==> config.mk <==
export PLATFORM = sky130hd
export DESIGN_NAME = npsh_front
export DESIGN_NICKNAME = d
export VERILOG_FILES = /design/src/rtl/core/nearest_polyline_segment_hit_unit_macros.svh /design/src/rtl/core/npsh_pkg.sv /design/src/rtl/core/npsh_front.sv
export SDC_FILE = /design/constraint.sdc
export NUM_CORES = 1
export LEC_CHECK = 0
export BUFFER_PORTS_ARGS = -buffer_cell sky130_fd_sc_hd__clkbuf_2
export CORE_MARGIN = 2
export CORE_UTILIZATION = 45
export DETAILED_ROUTE_END_ITERATION = 12
export GPL_TIMING_DRIVEN = 1
export PLACE_DENSITY = 0.7
export SLEW_MARGIN = 20
export SYNTH_ARGS = -nofsm -noshare
export SYNTH_HDL_FRONTEND = slang
export SYNTH_SLANG_ARGS = --single-unit
==> constraint.sdc <==
create_clock -name clk -period 7.6 [get_ports clk]
set_clock_uncertainty 0.2 [all_clocks]
set_input_delay 0.38 -clock clk [delete_from_list [all_inputs] [get_ports clk]]
set_output_delay 0.38 -clock clk [all_outputs]
set_load 0.01 [all_outputs]
==> src/rtl/core/nearest_polyline_segment_hit_unit_macros.svh <==
// Assertion macros for the top file, which checks its own logic.
`ifndef NEAREST_POLYLINE_SEGMENT_HIT_UNIT_MACROS_SVH
`define NEAREST_POLYLINE_SEGMENT_HIT_UNIT_MACROS_SVH

// Checks that a condition implies a consequence in the same cycle.
`define NPSH_ASSERT_IMP(lbl, ante, cons) \
  lbl: assert property (@(posedge clk) disable iff (rst) (ante) |-> (cons)) \
    else $error("npsh check failed");

// Checks that a condition implies a consequence in the next cycle.
`define NPSH_ASSERT_NEXT(lbl, ante, cons) \
  lbl: assert property (@(posedge clk) disable iff (rst) (ante) |=> (cons)) \
    else $error("npsh check failed");

`endif

==> src/rtl/core/npsh_pkg.sv <==
package npsh_pkg;

  localparam int CoordBits = 16;
  localparam int FracBits  = 8;
  localparam int PointBits = CoordBits + FracBits;
  localparam int DistBits  = 2 * PointBits + 2;
  // Edge vector and products.
  localparam int DiffBits  = CoordBits + 1;
  localparam int ProdBits  = 2 * DiffBits + 1;
  // Unsigned dividend |tn| * |r| << FracBits and divisor |den|.
  localparam int DvdBits   = ProdBits + DiffBits + FracBits;
  localparam int DvsBits   = ProdBits;
  localparam int QuoBits   = PointBits + 1;
  localparam int CntBits   = $clog2(DvdBits + 1);
  localparam int QueueDepth = 2;

  localparam logic [1:0] RegStartX = 2'd0;
  localparam logic [1:0] RegStartY = 2'd1;
  localparam logic [1:0] RegEndX   = 2'd2;
  localparam logic [1:0] RegEndY   = 2'd3;

  // One edge task handed from the front to the back.
  typedef struct packed {
    logic                        first;
    logic                        last;
    logic                        test;
    logic signed [CoordBits-1:0] x0;
    logic signed [CoordBits-1:0] y0;
    logic signed [CoordBits-1:0] x1;
    logic signed [CoordBits-1:0] y1;
  } task_t;

  typedef enum logic [3:0] {
    BK_IDLE,
    BK_PROD,
    BK_TEST,
    BK_MULX,
    BK_DIVX,
    BK_MULY,
    BK_DIVY,
    BK_DIST,
    BK_CMP,
    BK_OUT
  } bk_state_t;

endpackage

==> src/rtl/core/npsh_front.sv <==
module npsh_front (
  input  logic                                  clk,
  input  logic                                  rst,
  input  logic                                  push,
  output logic                                  full,
  input  logic signed [npsh_pkg::CoordBits-1:0] vertex_x,
  input  logic signed [npsh_pkg::CoordBits-1:0] vertex_y,
  input  logic                                  first_vertex,
  input  logic                                  last_vertex,
  output logic                                  task_valid,
  output npsh_pkg::task_t                       task_word,
  input  logic                                  task_take
);

  localparam int PtrBits = $clog2(npsh_pkg::QueueDepth);

  npsh_pkg::task_t                       slots [npsh_pkg::QueueDepth];
  logic [PtrBits-1:0]                    wr_ptr;
  logic [PtrBits-1:0]                    rd_ptr;
  logic [PtrBits:0]                      count;
  logic signed [npsh_pkg::CoordBits-1:0] prev_x;
  logic signed [npsh_pkg::CoordBits-1:0] prev_y;
  logic                                  have_prev;
  logic                                  accept;
  npsh_pkg::task_t                       fresh;

  assign full       = (count == PtrBits'(0) + (PtrBits+1)'(npsh_pkg::QueueDepth));
  assign accept     = push && !full;
  assign task_valid = (count != '0);
  assign task_word  = slots[rd_ptr];

  // The edge test is classified here: only a vertex with a held predecessor
  // and no restart flag forms an edge.
  always_comb begin
    fresh.first = first_vertex;
    fresh.last  = last_vertex;
    fresh.test  = !first_vertex && have_prev;
    fresh.x0    = prev_x;
    fresh.y0    = prev_y;
    fresh.x1    = vertex_x;
    fresh.y1    = vertex_y;
  end

  always_ff @(posedge clk) begin
    if (rst) begin
      wr_ptr    <= '0;
      rd_ptr    <= '0;
      count     <= '0;
      have_prev <= 1'b0;
      prev_x    <= '0;
      prev_y    <= '0;
    end else begin
      if (accept) begin
        slots[wr_ptr] <= fresh;
        wr_ptr        <= wr_ptr + 1'b1;
        prev_x        <= vertex_x;
        prev_y        <= vertex_y;
        have_prev     <= !last_vertex;
      end
      if (task_take && task_valid) begin
        rd_ptr <= rd_ptr + 1'b1;
      end
      count <= count + (accept ? 1'b1 : 1'b0) - ((task_take && task_valid) ? 1'b1 : 1'b0);
    end
  end

endmodule

* Word-level counts from Yosys, hierarchy flattened
Memories as Yosys holds them, arrays and structs flattened. A register that Yosys moved wholly into a read port is not among the register bits.
Cells that the tools add are included.
W data, S select, Z words.
** Storage, ports and cells
- Input port bits :: 38
- Output and inout bits :: 69
- Bits in writable memories :: 134
- Memories :: 1
- Register bits :: 37
- Word-level logic and storage cells :: 26
** Operators by class
- Equal/unequal tests :: 1
- $add $sub $neg :: 4
- Muxes and demuxes :: 7
- Reductions and logical operators :: 7
** Memory list
- slots :: words 2, bits a word 67, rd ports 1, clocked after Yosys merged registers in 1, wr ports 1, line npsh_front.sv:17 : npsh_pkg::task_t slots [npsh_pkg::QueueDepth];
** Operators by type and width (number)
- $mux W1 :: 7
- $logic_and A1 B1 Y1 :: 3
- $logic_not A1 Y1 :: 3
- $add A1 B1 Y1 const B :: 2
- $add A2 B1 Y2 :: 1
- $eq A2 B2 Y1 const B :: 1
- $reduce_bool A2 Y1 :: 1
- $sub A2 B1 Y2 :: 1

* Depth between registers and ports, before layout
Gate-level depths: netlist of run 1.
- Depth after elaboration :: 6
- Depth in mapped cells :: 9
- Gate-level depth less buffers :: 8

* Worst setup path before layout of run 1
No wires, ideal clock.
- Path kind :: register to register
- Start point :: register count[0]
- End point :: memory slots[1][0] (netlist bit) (enable)
- Library setup time :: 0.588 ns
- Slack :: 1.247 ns
- Required time :: 6.812 ns
- Clock period less this slack :: 6.353 ns
- Arrival :: 5.565 ns
- Cell stages (with the launch flop) :: 5
- Buffers on the path :: 1
- Path through :: dfxtp_1 nand2b_1 buf_6 nand2_1 nor3b_1
** On the way
- Longest elaborated chain between the ends :: 6
** Ends and longest elaborated chain
- start, declared :: line npsh_front.sv:20 : logic [PtrBits:0] count;
- start signal, assigned :: line npsh_front.sv:63 : count <= count + (accept ? 1'b1 : 1'b0) - ((task_take && task_valid) ? 1'b1 : 1'b0);
- $eq A2 B2 Y1 :: line npsh_front.sv:27 : assign full = (count == PtrBits'(0) + (PtrBits+1)'(npsh_pkg::QueueDepth));
- $logic_not A1 Y1 :: line npsh_front.sv:28 : assign accept = push && !full;
- $logic_and A1 B1 Y1 :: line npsh_front.sv:28
- $mux W1 :: line npsh_front.sv:53 : if (accept) begin
- $mux W1 :: line npsh_front.sv:45 : if (rst) begin
- $mux W1 (implied by the code) :: line npsh_front.sv:54 : slots[wr_ptr] <= fresh;
- end, declared :: line npsh_front.sv:17
No other way between the ends.

* Worst setup path in the final report of run 1
- Start point :: register count[0]
- End point :: memory slots[1][23] (netlist bit) (enable)
The elaborated chain is that of the path after synthesis.

==> qor.txt, run 1 <==
first-pass GRT wire length = 19100 µm
I/O Pins = 107
RSZ-0062 raised after global routing = false
n_diodes = 0
Reg2Reg Depth = 4
Critical Path Stages = 4
share of layout cells above drive strength 1 = 40.0%
Total GRT Usage = 17.0%
maxcap violations = 0
type of origin of the critical path = register
gr ovfl total = 0
clock power share = 33.4%
Max Root-Sink Buffers = 2
Post-CTS Resized = 0
Via density = 5.20
area grow syn2layout = 25.5%
commonest non-fill, non-tap cell in the layout = edfxtp_1
achievable frequency = 0.284 GHz
Buffers on Ports = 106
CP delay by family, top = simple AND/OR/NAND/NOR gates
Starting Density = 45.8%
Total Neg Setup Slack = 0 ps
post-synthesis sequential area ratio = 75.8%
CP Max Fanout = 55
Combinational Power Share = 19.8%
peak supply drop = 0.186 mV
Final ANT Viol Nets = 0
hold path startpoint = task_take
Switching Share = 27.1%
Least-Margin Pin Slew = 1030 ps
initial antenna violation count = 0
Final Non-Filler Cells = 715
CTS clk-pin slew, worst paths = 60 ps
worst endpoint data arrival time = 3370 ps
CP startpoint = count[0]
Post-Synthesis Cells = 385
first-pass detailed-route iteration total = 4
Core ar. = 0.0138 mm²
slew margin rel. = 31.3%
Die Y = 122 µm
Clock Sinks = 172
Final Hold Viols = 0
Synth Net Count = 425
Distinct cells, synth = 28
sum of buffers and inverters on the critical path = 1
CTS Buf Count = 17
critical-path cell list = nand2b_2 -> nand2_1 -> nor3b_2 -> buf_4
Clock Tree Root = clkbuf_16
internal power = 1.90 mW
final setup fails = 0
vias in the first global route = 3810
Post-DP HPWL = 7080 µm
clk_lat worst skew = 420 ps
worst reg2reg endpoint = slots[1][23]
Die W = 122 µm
Crit-path slowest cell = nor3b_2
Yosys reg bits = 172
Seq pwr share = 46.7%
Synth Cell Area = 0.00631 mm²
crit path time final = 3520 ps
WL/cell = 17.2 µm
status = finished, final reports clean
drc violations = 0
Tcrit/Tclk final = 46.4%
# rows = 43
CTS tree = done
pwr/cell area = 329 mW/mm²
Reg-to-Reg Start = count[0]
count of pins over their slew limit = 0
worst reg2reg setup slack = 4080 ps
slowest stage delay, CP = 850 ps
WP data required = 7440 ps
H-tree Lvls = 4
starting DRC count in detailed routing = 274
vias post-DR = 3721
Leak = 2.89 nW
Net Sw Power = 0.707 mW
Hold Path Stages = 4
path type of the worst setup path = reg -> reg
Mean Syn Cell Area = 16.4 µm²
commonest non-fill, non-tap cells in the layout = 134 x edfxtp_1, 106 x clkbuf_2, 67 x mux2_2
Die ar. = 0.0150 mm²
Post-Place Cells = 649
Hold Path Class = in -> reg
Total Wirelength = 12300 µm
gpl congestion = 0.725
yosys warns = 0
Worst setup EP type = register
pin count of the biggest net entering global routing = 68
nets = 562
Setup crit end = slots[1][23]
-- metrics by stage --
stage          utilization [%]  hold slack [ps]  setup slack (ps)  power [mW]  area (µm²)
2_1_floorplan                -              219              1250        1.57        6310
3_3_place_gp              50.6              223              4160        1.73        6970
3_5_place_dp              50.6              231              4040        1.75        6970
4_1_cts                   57.5              221              4000        2.63        7920
5_1_grt                   57.5              256              3760        2.72        7920
6_report                  57.5              223              4080        2.61        7920
-- power groups by stage --
stage | Clock [mW] | Sequential [mW] | Combinational [mW]
global placement | 0 | 1.23 | 0.500
finish | 0.872 | 1.22 | 0.517
floorplan | 0 | 1.18 | 0.385
CTS | 0.881 | 1.22 | 0.525
global route | 0.915 | 1.23 | 0.567
detailed placement | 0 | 1.24 | 0.506
-- registers in the layout, summed over array words and instances (netlist names), named ones only --
signal     count
prev_y        16
slots        134
wr_ptr         1
have_prev      1
rd_ptr         1
count          2
prev_x        16
-- metal layers --
layer	part of all wire (%)	vias up	global-route usage, %
met1	43	1876	20.5
li1	-	1737	-
met3	5.1	9	4.93
met5	0	-	0
met2	50	99	29.2
met4	1.2	0	5.68
-- Yosys cell counts, drive strengths merged --
cell | number | area, µm²
dfxtp | 38 | 761
o21ai | 33 | 165
xor2 | 1 | 8.76
nand3 | 32 | 160
and2 | 1 | 6.26
or3 | 1 | 6.26
edfxtp | 134 | 4020
nor3 | 2 | 10.0
a311oi | 1 | 8.76
nor2b | 2 | 12.5
nand2 | 1 | 3.75
xnor2 | 1 | 8.76
inv | 3 | 13.8
ha | 2 | 25.0
clkbuf | 10 | 41.3
nor2 | 3 | 11.3
nor3b | 1 | 7.51
a21oi | 34 | 170
buf | 15 | 91.3
nand2b | 1 | 6.26
mux2 | 67 | 754
or2 | 1 | 6.26
o21a | 1 | 7.51
-- worst min path at each step --
stage                   endpoint  slack, ps
finish                  register        220
global route        slots[0][51]        260
CTS                     register        220
detailed placement  slots[1][51]        230
global placement    slots[1][37]        220
floorplan           slots[0][32]        220
-- area by class of cell --
cell class | instances | area (µm²)
clock buffer | 18 | 439
clock inverter | 14 | 169
fill | 1093 | 5850
inverter | 3 | 13.8
multi-input combinational | 185 | 1390
sequential | 172 | 4790
tap | 180 | 225
timing repair buffer | 143 | 893
-- worst min-delay path: stages --
cell and delay [ps]:
clkbuf_2 90, o21a_1 170, xnor2_1 100, nor2_1 80
-- kinds of logic (layout without fill, tap and decap cells) --
| kind of cell | count (synthesis) | count (layout) | synth area share [%] |
|---|---|---|---|
| flops | 172 | 172 | 75.8 |
| compound gates | 69 | 69 | 5.57 |
| mux | 67 | 67 | 12.0 |
| simple gates | 45 | 45 | 3.65 |
| buf+inv | 28 | 178 | 2.32 |
| fa+ha+maj | 2 | 2 | 0.397 |
| xor+xnor | 2 | 2 | 0.278 |
-- what timing repair did --
item / CTS / global route
endpoints found under the setup margin: 0 / 0
hold buffers: 34 / 0
hold endpoints to repair: 68 / 0
buffers inserted: 0 / 0
No activity file was read; power rests on OpenSTA's default activity.
==> run 2, diff against run 1 <==
Clock period 7.6 ns to 3.4 ns, I/O delays scaled along.
==> run 2 against run 1 <==
  * Via count rose by 0.16%
  * Largest cell class unchanged
  * Worst setup slack got worse by 3000 ps
  * Critical endpoint is now task_word[22]
  * Total power rose by 120%
  * First-iteration DRC count rose by 18%
  * Global-route usage rose by 0.13 points
  * Non-clock buffer count rose by 5
  * Utilization rose by 0.37 points
  * Register-to-register slack got worse by 2600 ps
  * Worst hold slack got worse by 200 ps
  * Sequential power rose by 120%
  * Routed wire length fell by 0.65%
  * Critical path depth fell by 2
==> qor.txt, run 2 (synthesis gave the netlist of run 1 again) <==
initial antenna violation count = 0 (unchanged)
worst endpoint data arrival time = 1990 ps (-1380 ps)
nets = 567 (+0.89%)
first-pass GRT wire length = 19000 µm (-0.14%)
vias in the first global route = 3762 (-1.3%)
path type of the worst setup path = reg -> out
fill count = 1098 (+0.46%)
critical-path cell list = mux2_2 -> clkbuf_2
CTS Buf Count = 17 (unchanged)
slew margin rel. = 37.4% (+6.1 points)
Worst setup EP type = output pin
CP delay by family, top = flip-flops
Least-Margin Pin Slew = 939 ps (-90.4 ps)
Total Wirelength = 12200 µm (-0.65%)
WL/cell = 17.0 µm (-1.3%)
starting DRC count in detailed routing = 323 (+18%)
hold path startpoint = task_take
type of origin of the critical path = register
worst reg2reg setup slack = 1440 ps (-2640 ps)
postcts setup bufs = 0 (unchanged)
pwr/cell area = 733 mW/mm² (+120%)
commonest non-fill, non-tap cell in the layout = edfxtp_1
Area after DPL = 0.00702 mm² (+0.72%)
Post-DP HPWL = 7020 µm (-0.83%)
Buffers on Ports = 106 (unchanged)
clk_lat worst skew = 420 ps (about the same)
top flop regs = slots: 134 flops, prev_x: 16 flops, prev_y: 16 flops
status = finished, final reports clean
Crit-path slowest cell = dfxtp_4
multi-input logic area = 0.00140 mm² (+0.90%)
Final ANT Viol Nets = 0 (unchanged)
Clock Sinks = 172 (unchanged)
RSZ-0062 raised after global routing = false
vias post-DR = 3727 (+0.16%)
Starting Density = 45.8% (unchanged)
drc violations = 0 (unchanged)
worst reg2reg endpoint = slots[1][29]
count of pins over their slew limit = 0 (unchanged)
share of layout cells above drive strength 1 = 40.4% (+0.37 points)
slowest stage delay, CP = 980 ps (+130 ps)
maxcap violations = 0 (unchanged)
Hold Path Class = in -> reg
CTS clk-pin slew, worst paths = 70 ps (about the same)
CTS tree = done
peak supply drop = 0.364 mV (+96%)
Hold Slack = 24.4 ps (-198 ps)
Die Y = 122 µm (unchanged)
gpl congestion = 0.708 (-2.3%)
Clock Tree Root = clkbuf_16
Reg2Reg Depth = 4 (unchanged)
# rows = 43 (unchanged)
Total GRT Usage = 17.1% (+0.13 points)
Reg-to-Reg Start = count[0]
Die ar. = 0.0150 mm² (unchanged)
area grow syn2layout = 26.3%
n_diodes = 0 (unchanged)
pin count of the biggest net entering global routing = 68 (unchanged)
commonest non-fill, non-tap cells in the layout = 134 x edfxtp_1, 106 x clkbuf_2, 67 x mux2_2
Hold Path Sink = rd_ptr
Core ar. = 0.0138 mm² (unchanged)
first-pass detailed-route iteration total = 6 (+2)
Final Hold Viols = 0 (unchanged)
Via density = 5.18 (-0.53%)
WP data required = 3030 ps (-4410 ps)
largest reg by FF count = slots
achievable frequency = 0.424 GHz
H-tree Lvls = 4 (unchanged)
Max Root-Sink Buffers = 2 (unchanged)
post-route cell area = 0.00797 mm² (+0.65%)
Die W = 122 µm (unchanged)
register area = 0.00479 mm² (unchanged)
crit path time final = 2360 ps
gr ovfl total = 0 (unchanged)
I/O Pins = 107 (unchanged)
max reg flops = 134 (unchanged)
Leak = 2.93 nW (+1.2%)
final setup fails = 0 (unchanged)
sum of buffers and inverters on the critical path = 1 (unchanged)
Total Neg Setup Slack = 0 ps (unchanged)
Tcrit/Tclk final = 69.4%
CP Max Fanout = 67 (+22%)
Hold Path Stages = 4 (unchanged)
run 2: cell type report:
type	count	share of cell area, %
repair buffers	148	11.7
clock inverters	13	2.09
clock buffers	19	5.56
flip-flops and latches	172	60.1
well taps	180	2.83
inverters	3	0.173
multi-input cells	185	17.6
run 2: worst max-delay path by stage:
stage,slack (ps),end,from,cells after the start
final,1040,task_word[22],register,2
after global routing,930,task_word[11],register,2
after CTS,980,task_word[54],register,2
after detailed placement,1350,slots[1][25],push,4
after global placement,1420,slots[1][24],push,4
after floorplan,290,slots[1][0],count[0],4
run 2: power by group:
group          leakage [nW]  switching [mW]  internal [mW]
Combinational          1.08           0.600          0.560
Sequential             1.56           0.197           2.52
Clock                 0.290           0.783           1.18
run 2: stage by stage:
| stage | util (%) | worst slack, ps | cells | total power [mW] |
|---|---|---|---|---|
| global route | 57.9 | 926 | 720 | 6.12 |
| global placement | 51.0 | 1420 | 654 | 3.89 |
| detailed placement | 51.0 | 1350 | 654 | 3.92 |
| finish | 57.9 | 1040 | 720 | 5.84 |
| CTS | 57.9 | 981 | 720 | 5.91 |
| floorplan | - | 293 | 385 | 3.49 |
run 2: worst register-to-register path: cells and delay by family, from the launching register on:
kind          cells  cell delay (ps)
simple gates      3              530
buf+inv           1              490
flops             1              360
run 2: layer usage:
| metal | track usage, % | routed length, µm | up-vias |
|---|---|---|---|
| met5 | 0 | 0 | - |
| met4 | 8.84 | 298 | 0 |
| met3 | 4.74 | 696 | 26 |
| met2 | 27.4 | 6140 | 125 |
| met1 | 21.3 | 5080 | 1822 |
| li1 | - | - | 1754 |
run 2: timing repair:
action | CTS | global route
setup endpoints to repair | 0 | 0
hold buffers | 34 | 0
resized for setup | 0 | 0
endpoints found under the hold margin | 103 | 0
